`src/rtl/ddpc_pkg.sv`:
```
`timescale 1ns / 1ps

package ddpc_pkg;

  // Fixed-point format: Q3.13 values in QW bits, intermediate math in WW bits
  localparam int unsigned FRAC_BITS = 13;
  localparam int unsigned PWM_W     = 16;
  localparam int unsigned QW        = FRAC_BITS + 3;
  localparam int unsigned WW        = QW + 8;
  localparam int unsigned AW        = QW + 2;
  localparam int unsigned BW        = 16;
  localparam int unsigned PW        = AW + BW + 1;

  localparam int unsigned CFG_IDX_W  = 3;
  localparam int unsigned CFG_DATA_W = 16;

  localparam longint      PI_Q30 = 64'sd3373259426;
  localparam int unsigned PI_SH  = 30 - FRAC_BITS;
  localparam longint      ONE_L  = longint'(1) << FRAC_BITS;
  localparam longint      PI_L   = (PI_Q30 + (longint'(1) << (PI_SH - 1))) >> PI_SH;

  // Degrees to radians: scale by pi / 180 in the Q30 domain, rounded
  localparam longint      HEAD_RND = longint'(90) << PI_SH;
  localparam longint      HEAD_DIV = longint'(180) << PI_SH;

  localparam logic signed [WW-1:0] ONE    = WW'(ONE_L);
  localparam logic signed [WW-1:0] PI     = WW'(PI_L);
  localparam logic signed [WW-1:0] TWO_PI = WW'(2 * PI_L);
  localparam logic signed [WW-1:0] DEAD   = WW'((5 * ONE_L + 50) / 100);
  localparam logic signed [WW-1:0] LIMIT  = WW'((99 * ONE_L + 50) / 100);
  localparam logic signed [WW-1:0] QMAX   = WW'(4 * ONE_L - 1);
  localparam logic signed [WW-1:0] QMIN   = WW'(-4 * ONE_L);
  localparam logic signed [PW-1:0] HALF   = PW'(longint'(1) << (FRAC_BITS - 1));
  localparam logic [15:0]          PWM_MASK = 16'((64'd1 << PWM_W) - 64'd1);

  typedef enum logic [CFG_IDX_W-1:0] {
    REG_TURN_GAIN,
    REG_HALF_TICK,
    REG_SPEED_FB,
    REG_SPEED_CMD,
    REG_HEAD_GAIN,
    REG_TURN_DAMP,
    REG_PWM_TOP
  } cfg_reg_e;

  localparam logic [BW-1:0] RST_TURN_GAIN = 16'd8192;
  localparam logic [BW-1:0] RST_HALF_TICK = 16'd82;
  localparam logic [BW-1:0] RST_SPEED_FB  = 16'd8192;
  localparam logic [BW-1:0] RST_SPEED_CMD = 16'd8192;
  localparam logic [BW-1:0] RST_HEAD_GAIN = 16'd8192;
  localparam logic [BW-1:0] RST_TURN_DAMP = 16'd8192;
  localparam logic [BW-1:0] RST_PWM_TOP   = 16'd10000;

  typedef enum logic [1:0] {
    DIR_NEUTRAL = 2'd0,
    DIR_FORWARD = 2'd1,
    DIR_REVERSE = 2'd2
  } dir_e;

  typedef enum logic [3:0] {
    ST_IDLE,
    ST_MUL_W,
    ST_SUM_W,
    ST_MUL_H,
    ST_HEAD,
    ST_ERR,
    ST_DAMP,
    ST_ANG,
    ST_LIMIT,
    ST_HEADROOM,
    ST_DUTY,
    ST_CMP_R,
    ST_CMP_L,
    ST_DONE
  } state_e;

  typedef struct packed {
    logic [7:0]         speed_command;
    logic [7:0]         heading_command;
    logic signed [15:0] left_speed;
    logic signed [15:0] right_speed;
  } in_item_t;

  typedef struct packed {
    logic [1:0]  right_direction;
    logic [1:0]  left_direction;
    logic [15:0] right_compare;
    logic [15:0] left_compare;
  } out_item_t;

  typedef logic signed [QW-1:0] cmd_lut_t [256];
  typedef logic [QW-1:0]        head_lut_t [128];

  // Speed byte minus 100, over 100, rounded half away from zero
  function automatic cmd_lut_t build_cmd_lut();
    cmd_lut_t lut;
    longint   raw;
    longint   v;
    for (int i = 0; i < 256; i++) begin
      raw = longint'(i) - 100;
      if (raw >= 0) begin
        v = (raw * ONE_L + 50) / 100;
      end else begin
        v = -((-raw * ONE_L + 50) / 100);
      end
      lut[i] = QW'(v);
    end
    return lut;
  endfunction

  // Whole degrees to radians
  function automatic head_lut_t build_head_lut();
    head_lut_t lut;
    longint    v;
    for (int i = 0; i < 128; i++) begin
      v = (longint'(i) * PI_Q30 + HEAD_RND) / HEAD_DIV;
      lut[i] = QW'(v);
    end
    return lut;
  endfunction

  localparam cmd_lut_t  CMD_LUT  = build_cmd_lut();
  localparam head_lut_t HEAD_LUT = build_head_lut();

  function automatic logic signed [QW-1:0] sat_q(input logic signed [WW-1:0] x);
    if (x > QMAX) begin
      return QMAX[QW-1:0];
    end else if (x < QMIN) begin
      return QMIN[QW-1:0];
    end
    return x[QW-1:0];
  endfunction

  // Drop the fraction of a product, rounding half up
  function automatic logic signed [WW-1:0] rnd_q(input logic signed [PW-1:0] p);
    logic signed [PW-1:0] t;
    t = (p + HALF) >>> FRAC_BITS;
    return t[WW-1:0];
  endfunction

  function automatic logic signed [WW-1:0] abs_w(input logic signed [WW-1:0] x);
    return (x < 0) ? -x : x;
  endfunction

  function automatic logic signed [WW-1:0] clamp_w(input logic signed [WW-1:0] x,
                                                  input logic signed [WW-1:0] m);
    if (x > m) begin
      return m;
    end else if (x < -m) begin
      return -m;
    end
    return x;
  endfunction

  function automatic logic [1:0] dir_of(input logic signed [QW-1:0] d);
    if (d > 0) begin
      return DIR_FORWARD;
    end else if (d < 0) begin
      return DIR_REVERSE;
    end
    return DIR_NEUTRAL;
  endfunction

  function automatic logic [15:0] cmp_of(input logic signed [PW-1:0] p);
    logic [PW-1:0] s;
    s = p >> FRAC_BITS;
    return s[15:0] & PWM_MASK;
  endfunction

endpackage

```
`src/rtl/differential_drive_pwm_controller.sv`:
```
`timescale 1ns / 1ps

// Heading and speed controller for a two-wheel drive. Each input beat is one control tick:
// speed and heading command bytes plus the measured wheel speeds; each tick yields exactly one
// output beat with a direction and PWM compare value per wheel. All math is Q3.13 through one
// shared 18x17 multiplier, used eight times per tick under a fixed sequencer. The result beat
// is valid in the same cycle in which in_ready_o returns, so a new input beat is accepted only
// once the previous result is loaded; a stalled output holds the sequencer in its last step.
// Configuration writes take effect at once and belong between ticks; the heading estimate and
// previous turn rate reset to zero.
module differential_drive_pwm_controller (
  input  logic                                clk_i,
  input  logic                                rst_ni,
  input  logic                                in_valid_i,
  output logic                                in_ready_o,
  input  ddpc_pkg::in_item_t                  in_data_i,
  output logic                                out_valid_o,
  input  logic                                out_ready_i,
  output ddpc_pkg::out_item_t                 out_data_o,
  input  logic                                cfg_we_i,
  input  logic [ddpc_pkg::CFG_IDX_W-1:0]      cfg_idx_i,
  input  logic [ddpc_pkg::CFG_DATA_W-1:0]     cfg_data_i
);
  import ddpc_pkg::*;

  state_e state_q, state_d;

  logic [BW-1:0] turn_gain_q, half_tick_q, speed_fb_q, speed_cmd_q;
  logic [BW-1:0] head_gain_q, turn_damp_q, pwm_top_q;

  logic                 mul_en;
  logic signed [AW-1:0] op_a;
  logic [BW-1:0]        op_b;
  logic signed [PW-1:0] prod_q;

  logic signed [QW-1:0] cmd_q, vt_q, w_q, err_q, ut_q, ua_q, dr_q, dl_q;
  logic [QW-1:0]        target_q, heading_q;
  logic signed [QW:0]   dv_q;
  logic signed [AW-1:0] opa_q;
  logic signed [WW-1:0] acc_q;
  logic [15:0]          rc_q;
  out_item_t            out_q;
  logic                 out_valid_q;
  logic                 out_load;
  logic                 in_fire;

  logic signed [QW-1:0] vl_c, vr_c, w_new, inc;
  logic signed [QW:0]   vsum;
  logic signed [WW-1:0] h_sum, h_wrap, t_w, h_w, err_raw;
  logic signed [WW-1:0] aua, ua_lim, room, ut_room;

  assign in_fire = in_valid_i & in_ready_o;

  // Configuration registers
  always_ff @(posedge clk_i or negedge rst_ni) begin
    if (!rst_ni) begin
      turn_gain_q <= RST_TURN_GAIN;
      half_tick_q <= RST_HALF_TICK;
      speed_fb_q  <= RST_SPEED_FB;
      speed_cmd_q <= RST_SPEED_CMD;
      head_gain_q <= RST_HEAD_GAIN;
      turn_damp_q <= RST_TURN_DAMP;
      pwm_top_q   <= RST_PWM_TOP;
    end else if (cfg_we_i) begin
      unique case (cfg_reg_e'(cfg_idx_i))
        REG_TURN_GAIN: turn_gain_q <= cfg_data_i;
        REG_HALF_TICK: half_tick_q <= cfg_data_i;
        REG_SPEED_FB:  speed_fb_q  <= cfg_data_i;
        REG_SPEED_CMD: speed_cmd_q <= cfg_data_i;
        REG_HEAD_GAIN: head_gain_q <= cfg_data_i;
        REG_TURN_DAMP: turn_damp_q <= cfg_data_i;
        REG_PWM_TOP:   pwm_top_q   <= cfg_data_i;
        default: ;
      endcase
    end
  end

  // Sequencer
  always_ff @(posedge clk_i or negedge rst_ni) begin
    if (!rst_ni) begin
      state_q <= ST_IDLE;
    end else begin
      state_q <= state_d;
    end
  end

  always_comb begin
    state_d    = state_q;
    mul_en     = 1'b0;
    op_a       = '0;
    op_b       = '0;
    in_ready_o = 1'b0;
    out_load   = 1'b0;
    unique case (state_q)
      ST_IDLE: begin
        in_ready_o = 1'b1;
        if (in_valid_i) begin
          state_d = ST_MUL_W;
        end
      end
      ST_MUL_W: begin
        mul_en  = 1'b1;
        op_a    = AW'(dv_q);
        op_b    = turn_gain_q;
        state_d = ST_SUM_W;
      end
      ST_SUM_W: begin
        mul_en  = 1'b1;
        op_a    = AW'(cmd_q);
        op_b    = speed_cmd_q;
        state_d = ST_MUL_H;
      end
      ST_MUL_H: begin
        mul_en  = 1'b1;
        op_a    = opa_q;
        op_b    = half_tick_q;
        state_d = ST_HEAD;
      end
      ST_HEAD: begin
        mul_en  = 1'b1;
        op_a    = AW'(vt_q);
        op_b    = speed_fb_q;
        state_d = ST_ERR;
      end
      ST_ERR: begin
        mul_en  = 1'b1;
        op_a    = AW'(w_q);
        op_b    = turn_damp_q;
        state_d = ST_DAMP;
      end
      ST_DAMP: begin
        mul_en  = 1'b1;
        op_a    = AW'(err_q);
        op_b    = head_gain_q;
        state_d = ST_ANG;
      end
      ST_ANG:      state_d = ST_LIMIT;
      ST_LIMIT:    state_d = ST_HEADROOM;
      ST_HEADROOM: state_d = ST_DUTY;
      ST_DUTY:     state_d = ST_CMP_R;
      ST_CMP_R: begin
        mul_en  = 1'b1;
        op_a    = AW'((dr_q < 0) ? -dr_q : dr_q);
        op_b    = pwm_top_q;
        state_d = ST_CMP_L;
      end
      ST_CMP_L: begin
        mul_en  = 1'b1;
        op_a    = AW'((dl_q < 0) ? -dl_q : dl_q);
        op_b    = pwm_top_q;
        state_d = ST_DONE;
      end
      ST_DONE: begin
        // hold until the output register is free
        if (!out_valid_q || out_ready_i) begin
          out_load = 1'b1;
          state_d  = ST_IDLE;
        end
      end
      default: state_d = ST_IDLE;
    endcase
  end

  // Input conditioning
  always_comb begin
    vl_c = QW'(clamp_w(WW'(in_data_i.left_speed), ONE));
    vr_c = QW'(clamp_w(WW'(in_data_i.right_speed), ONE));
    vsum = (QW+1)'(vr_c) + (QW+1)'(vl_c) + (QW+1)'(1);
  end

  // Post-processing of the product register and the limit chain
  always_comb begin
    w_new = sat_q(rnd_q(prod_q));
    inc   = sat_q(rnd_q(prod_q));

    h_sum = $signed(WW'(heading_q)) + WW'(inc);
    if (h_sum > TWO_PI) begin
      h_wrap = h_sum - TWO_PI;
    end else if (h_sum < 0) begin
      h_wrap = h_sum + TWO_PI;
    end else begin
      h_wrap = h_sum;
    end

    // shortest way around to the target
    t_w = $signed(WW'(target_q));
    h_w = $signed(WW'(heading_q));
    if (t_w >= PI + h_w) begin
      err_raw = t_w - TWO_PI - h_w;
    end else if (t_w <= h_w - PI) begin
      err_raw = t_w + TWO_PI - h_w;
    end else begin
      err_raw = t_w - h_w;
    end

    aua = abs_w(WW'(ua_q));
    if (aua > ONE) begin
      ua_lim = (ua_q < 0) ? -ONE : ONE;
    end else if (aua <= DEAD) begin
      ua_lim = '0;
    end else begin
      ua_lim = WW'(ua_q);
    end

    room = ONE - abs_w(WW'(ua_q));
    if (abs_w(WW'(ut_q)) > room) begin
      ut_room = (ut_q < 0) ? -room : room;
    end else begin
      ut_room = WW'(ut_q);
    end
  end

  // Control state
  always_ff @(posedge clk_i or negedge rst_ni) begin
    if (!rst_ni) begin
      heading_q   <= '0;
      w_q         <= '0;
      out_valid_q <= 1'b0;
    end else begin
      if (state_q == ST_SUM_W) begin
        w_q <= w_new;
      end
      if (state_q == ST_HEAD) begin
        heading_q <= h_wrap[QW-1:0];
      end
      if (out_load) begin
        out_valid_q <= 1'b1;
      end else if (out_ready_i) begin
        out_valid_q <= 1'b0;
      end
    end
  end

  // Datapath
  always_ff @(posedge clk_i) begin
    if (mul_en) begin
      prod_q <= op_a * $signed({1'b0, op_b});
    end
    if (in_fire) begin
      cmd_q    <= CMD_LUT[in_data_i.speed_command];
      target_q <= HEAD_LUT[in_data_i.heading_command[7:1]];
      dv_q     <= (QW+1)'(vr_c) - (QW+1)'(vl_c);
      vt_q     <= vsum[QW:1];
    end
    case (state_q)
      ST_SUM_W:    opa_q <= AW'(w_new) + AW'(w_q);
      ST_MUL_H:    acc_q <= rnd_q(prod_q);
      ST_ERR: begin
        ut_q  <= sat_q(acc_q - rnd_q(prod_q));
        err_q <= sat_q(err_raw);
      end
      ST_DAMP:     acc_q <= rnd_q(prod_q);
      ST_ANG:      ua_q  <= sat_q(rnd_q(prod_q) - acc_q);
      ST_LIMIT: begin
        ua_q <= ua_lim[QW-1:0];
        ut_q <= QW'(clamp_w(WW'(ut_q), ONE));
      end
      ST_HEADROOM: ut_q  <= ut_room[QW-1:0];
      ST_DUTY: begin
        dr_q <= QW'(clamp_w(WW'(ut_q) + WW'(ua_q), LIMIT));
        dl_q <= QW'(clamp_w(WW'(ut_q) - WW'(ua_q), LIMIT));
      end
      ST_CMP_L:    rc_q  <= cmp_of(prod_q);
      default: ;
    endcase
    if (out_load) begin
      out_q.right_direction <= dir_of(dr_q);
      out_q.left_direction  <= dir_of(dl_q);
      out_q.right_compare   <= rc_q;
      out_q.left_compare    <= cmp_of(prod_q);
    end
  end

  assign out_valid_o = out_valid_q;
  assign out_data_o  = out_q;

`ifndef NO_ASSERTIONS
  a_heading_range: assert property (@(posedge clk_i) disable iff (!rst_ni)
    $signed(WW'(heading_q)) <= TWO_PI)
    else $error("heading estimate beyond two pi");

  a_accept_starts: assert property (@(posedge clk_i) disable iff (!rst_ni)
    in_fire |=> state_q == ST_MUL_W)
    else $error("accepted beat did not start the sequence");

  a_result_from_done: assert property (@(posedge clk_i) disable iff (!rst_ni)
    $rose(out_valid_q) |-> $past(state_q) == ST_DONE)
    else $error("result raised outside the final step");

  a_duty_limit: assert property (@(posedge clk_i) disable iff (!rst_ni)
    state_q == ST_CMP_R |-> (WW'(dr_q) <= LIMIT && WW'(dr_q) >= -LIMIT &&
                             WW'(dl_q) <= LIMIT && WW'(dl_q) >= -LIMIT))
    else $error("duty beyond limit");

  a_hold_on_stall: assert property (@(posedge clk_i) disable iff (!rst_ni)
    (state_q == ST_DONE && out_valid_q && !out_ready_i) |=> state_q == ST_DONE)
    else $error("result overwrote a pending beat");
`endif

endmodule
```
`config.mk`:
```
export PLATFORM = sky130hd
export DESIGN_NAME = differential_drive_pwm_controller
export DESIGN_NICKNAME = d
export VERILOG_FILES = /design/src/rtl/ddpc_pkg.sv /design/src/rtl/differential_drive_pwm_controller.sv
export SDC_FILE = /design/constraint.sdc
export NUM_CORES = 2
export LEC_CHECK = 0
export BUFFER_PORTS_ARGS = -buffer_cell sky130_fd_sc_hd__buf_2
export CAP_MARGIN = 40
export CORE_ASPECT_RATIO = 0.7
export CORE_UTILIZATION = 50
export CTS_BUF_LIST = sky130_fd_sc_hd__clkbuf_8 sky130_fd_sc_hd__clkbuf_16
export DETAILED_ROUTE_END_ITERATION = 8
export PLACE_DENSITY = 0.67
export SYNTH_ARGS = -nofsm -noshare
export SYNTH_HDL_FRONTEND = slang
export SYNTH_SLANG_ARGS = --single-unit
```
`constraint.sdc`:
```
create_clock -name clk_i -period 21.1 [get_ports clk_i]
set_clock_uncertainty 0.05 [all_clocks]
set_input_delay 1.055 -clock clk_i [delete_from_list [all_inputs] [get_ports clk_i]]
set_output_delay 1.055 -clock clk_i [all_outputs]
set_load 0.005 [all_outputs]
```
==> results list <==
- Portion of the post-synthesis area used by sequential elements: 0.2487
- Number of placement rows: 92
- Post-CTS timing repair inserted 0 buffers for setup.
* Most frequent cells after synthesis: 644 x sky130_fd_sc_hd__inv_1, 449 x sky130_fd_sc_hd__nor2_1, 439 x sky130_fd_sc_hd__nand2_1
* Flops & latches, synth: 406
- In this run the mean area of a mapped cell was 8.782 um^2.
* Highest attainable clock frequency: 101.0 MHz
- Worst setup EP type: flip-flop
* Wire length reported by the detailed router: 133500 um
- In the synthesized netlist the async set-or-reset flop fraction comes to 0.3670.
- Netlist area before placement: 0.04609 mm^2
* Number of pins with negative max-slew slack in the final report: 0
- Top cells by area, synth: sky130_fd_sc_hd__edfxtp_1 17%, sky130_fd_sc_hd__fa_1 14%, sky130_fd_sc_hd__ha_1 9.7%
* Worst hold slack after final layout: 0.3584 ns
* Minimum clock period after layout: 9.902 ns
- After clock tree synthesis, the clock-pin slew on the worst setup and hold paths is 0.08 ns.
- Post-synth top flop: sky130_fd_sc_hd__edfxtp_1
* Post-placement cell count: 6384
* Gr usage total: 0.2839
* Clock latency reported for the late side of the worst-skew pair: 0.62 ns
* Setup Total Neg Slack: 0 ns
- Yosys mapped the design onto 111 distinct sky130hd cell types.
- Inserted Clock Buffers: 41
- For this run, the number of Yosys warnings is 0.
- Count of flip-flops with a built-in enable after synthesis: 257
- Count of routing violations after the opening detailed-route iteration: 4367
- Finished Layout Cells: 6463
- HPWL after detailed placement: 102900 um
- Port bufs: 108
- The routed design uses 53240 um of met2 wire.
- The min-delay analysis places its worst path in the category flip-flop to flip-flop.
* Startpoint of the worst setup timing path: state_q[3]$_DFFE_PN0P_
* Number of antenna violations at the first check in global routing: 9
- Starting density of the core: 0.5082
- The run finished with clean final reports.
* Setup repair after global routing missed its margin: false
- The floorplan step set the die width to 364.9 um.
- GR Overflow Total: 0
- Die outline height: 256.0 um
- In the routed design, unresolved DRC markers number 0.
* Category of the most critical setup path: flip-flop to flip-flop
- Metal1 wirelength: 62580 um
- The worst pin sits at a relative slew slack of 0.3287.
- Number of buffer and inverter stages on the critical path: 7
* CP startpoint kind: flip-flop
* Yosys top cell area share: 0.1674
* Root Driver: sky130_fd_sc_hd__clkbuf_16
- For this run, the detailed router's first-pass iteration total came to 6.
- By instance count, the leading cell after synthesis is sky130_fd_sc_hd__inv_1.
- Final period utilization: 0.4693
- At the end of routability-driven placement, the weighted congestion stood at 0.9539.
- In the final routed layout, each cell accounts on average for 20.66 um.
* Via count of the first global-routing pass: 35540
- Of the cells placed in the final design, the portion with a size suffix greater than 1 is 0.09757.
- The clock passes through at most 3 buffers.
* Post-route antenna net violation count: 0
- Of all cell types, the one taking the most synthesized area is sky130_fd_sc_hd__edfxtp_1.
- In this run the standard cell core region covers 0.09071 mm^2.
* Transition time of the tightest slew-check pin: 0.9993 ns
* Highest routed layer: met5
- The largest single stage delay on the critical path is 0.70 ns.
- STA puts the critical path data required time at 21.39 ns.
- Along the worst path, the maximum fanout reaches 19.
- For the worst setup path, the data arrival time is 10.19 ns.
* Largest delay contributor family on the critical path: adder cells
- Routed via count divided by cell count: 6.053
* # setup viols final: 0
- DR vias: 39120
- Max-cap violations in this run came to 0.
* Post-cts resize count: 0
* Final nets: 5945
* Critical hold path startpoint: rc_q[11]$_DFFE_PN_
* Final Hold Violating Endpoints: 0
- Maximum number of pins on one net before global-route repair: 91
- Wire segments on met3 add up to 15450 um in the final route.
* Post-Syn Instances: 5249
* Hold_buf cts: 0
- Critical path's slowest cell: sky130_fd_sc_hd__fa_1
- From synthesis to final layout, the design area changed by 6.468%.
- Die outline area: 0.09343 mm^2
- The first global-routing pass estimated 207300 um of wire.
* TritonCTS clock tree: built
- During I/O placement, the number of pins put on the boundary was 110.
- For this design, the sink count on the clock tree is 406.
- CTS H-tree lvls: 2
- In this run the critical register-to-register path is launched from state_q[3]$_DFFE_PN0P_.
## cells in the final DEF, fill, tap and decap left out, types with 45 or more instances in the layout
| cell type | synthesis | layout |
|---|---|---|
| sky130_fd_sc_hd__a21o_1 | 60 | 60 |
| sky130_fd_sc_hd__a21oi_1 | 315 | 315 |
| sky130_fd_sc_hd__a22oi_1 | 75 | 75 |
| sky130_fd_sc_hd__a31oi_1 | 54 | 54 |
| sky130_fd_sc_hd__buf_2 | 21 | 111 |
| sky130_fd_sc_hd__buf_4 | 2 | 61 |
| sky130_fd_sc_hd__dfrtp_1 | 136 | 136 |
| sky130_fd_sc_hd__edfxtp_1 | 257 | 257 |
| sky130_fd_sc_hd__fa_1 | 312 | 312 |
| sky130_fd_sc_hd__ha_1 | 356 | 356 |
| sky130_fd_sc_hd__inv_1 | 644 | 649 |
| sky130_fd_sc_hd__mux2_2 | 133 | 133 |
| sky130_fd_sc_hd__nand2_1 | 439 | 439 |
| sky130_fd_sc_hd__nand2b_1 | 45 | 45 |
| sky130_fd_sc_hd__nand3_1 | 107 | 107 |
| sky130_fd_sc_hd__nor2_1 | 449 | 446 |
| sky130_fd_sc_hd__nor2b_1 | 48 | 48 |
| sky130_fd_sc_hd__nor3_1 | 119 | 112 |
| sky130_fd_sc_hd__o211ai_1 | 64 | 64 |
| sky130_fd_sc_hd__o21ai_0 | 254 | 254 |
| sky130_fd_sc_hd__xnor2_1 | 195 | 195 |
| sky130_fd_sc_hd__xor2_1 | 83 | 83 |
## area by class of cell
class                           instances  area (um^2)
Antenna cell                            4        10.01
Clock buffer                           44         1067
Clock inverter                         31        245.2
Fill cell                            8367        41630
Inverter                              655         2459
Multi-Input combinational cell       3923        31180
Sequential cell                       406        11460
Tap cell                             1222         1529
Timing Repair Buffer                  178         1121
## flip-flops by register name (all words and copies together), names as in the netlist, 17 cells and up
register	cells
opa_q	17
dv_q	17
prod_q	23
acc_q	22
out_data_o	36
## through the flow
stage | util | cell area, um^2 | setup WS, ns
6_report | 0.5410 | 49080 | 11.20
4_1_cts | 0.5409 | 49070 | 11.32
2_1_floorplan | - | 46120 | 12.97
3_3_place_gp | 0.5246 | 47580 | 10.88
5_1_grt | 0.5410 | 49070 | 10.79
3_5_place_dp | 0.5265 | 47750 | 11.39
## cells by family after synthesis
logic type / Yosys count / share of synthesized area
flip-flops: 406 / 0.2487
XOR/XNOR: 282 / 0.05423
other: 1 / 0.00008136
buffers and inverters: 927 / 0.07704
multiplexers: 174 / 0.04658
AO/OA/AOI/OAI: 1274 / 0.1852
adder cells (fa/ha/maj): 668 / 0.2321
AND/OR/NAND/NOR: 1517 / 0.1561
## worst paths after layout
check                                              end  slack, ns  depth (start not counted)
max reg2reg                       prod_q[34]$_DFFE_PP_      11.20                         29
min reg2reg                   out_data_o[27]$_DFFE_PP_       0.36                          0
min in group asynchronous  turn_damp_q[10]$_DFFE_PN0P_       0.48                          1
max                               prod_q[34]$_DFFE_PP_      11.20                         29
min                           out_data_o[27]$_DFFE_PP_       0.36                          0
max in group asynchronous       state_q[2]$_DFFE_PN0P_      19.19                          2
## metal layers
metal  track usage  vias to the layer above
li1              -                    18230
met1        0.4489                    19010
met2        0.3832                     1722
met3       0.07479                      155
met4       0.05182                        4
met5             0                        -
Power is not shown: default switching activity piles up to over one toggle a cycle in this logic, so the estimate is an artifact.
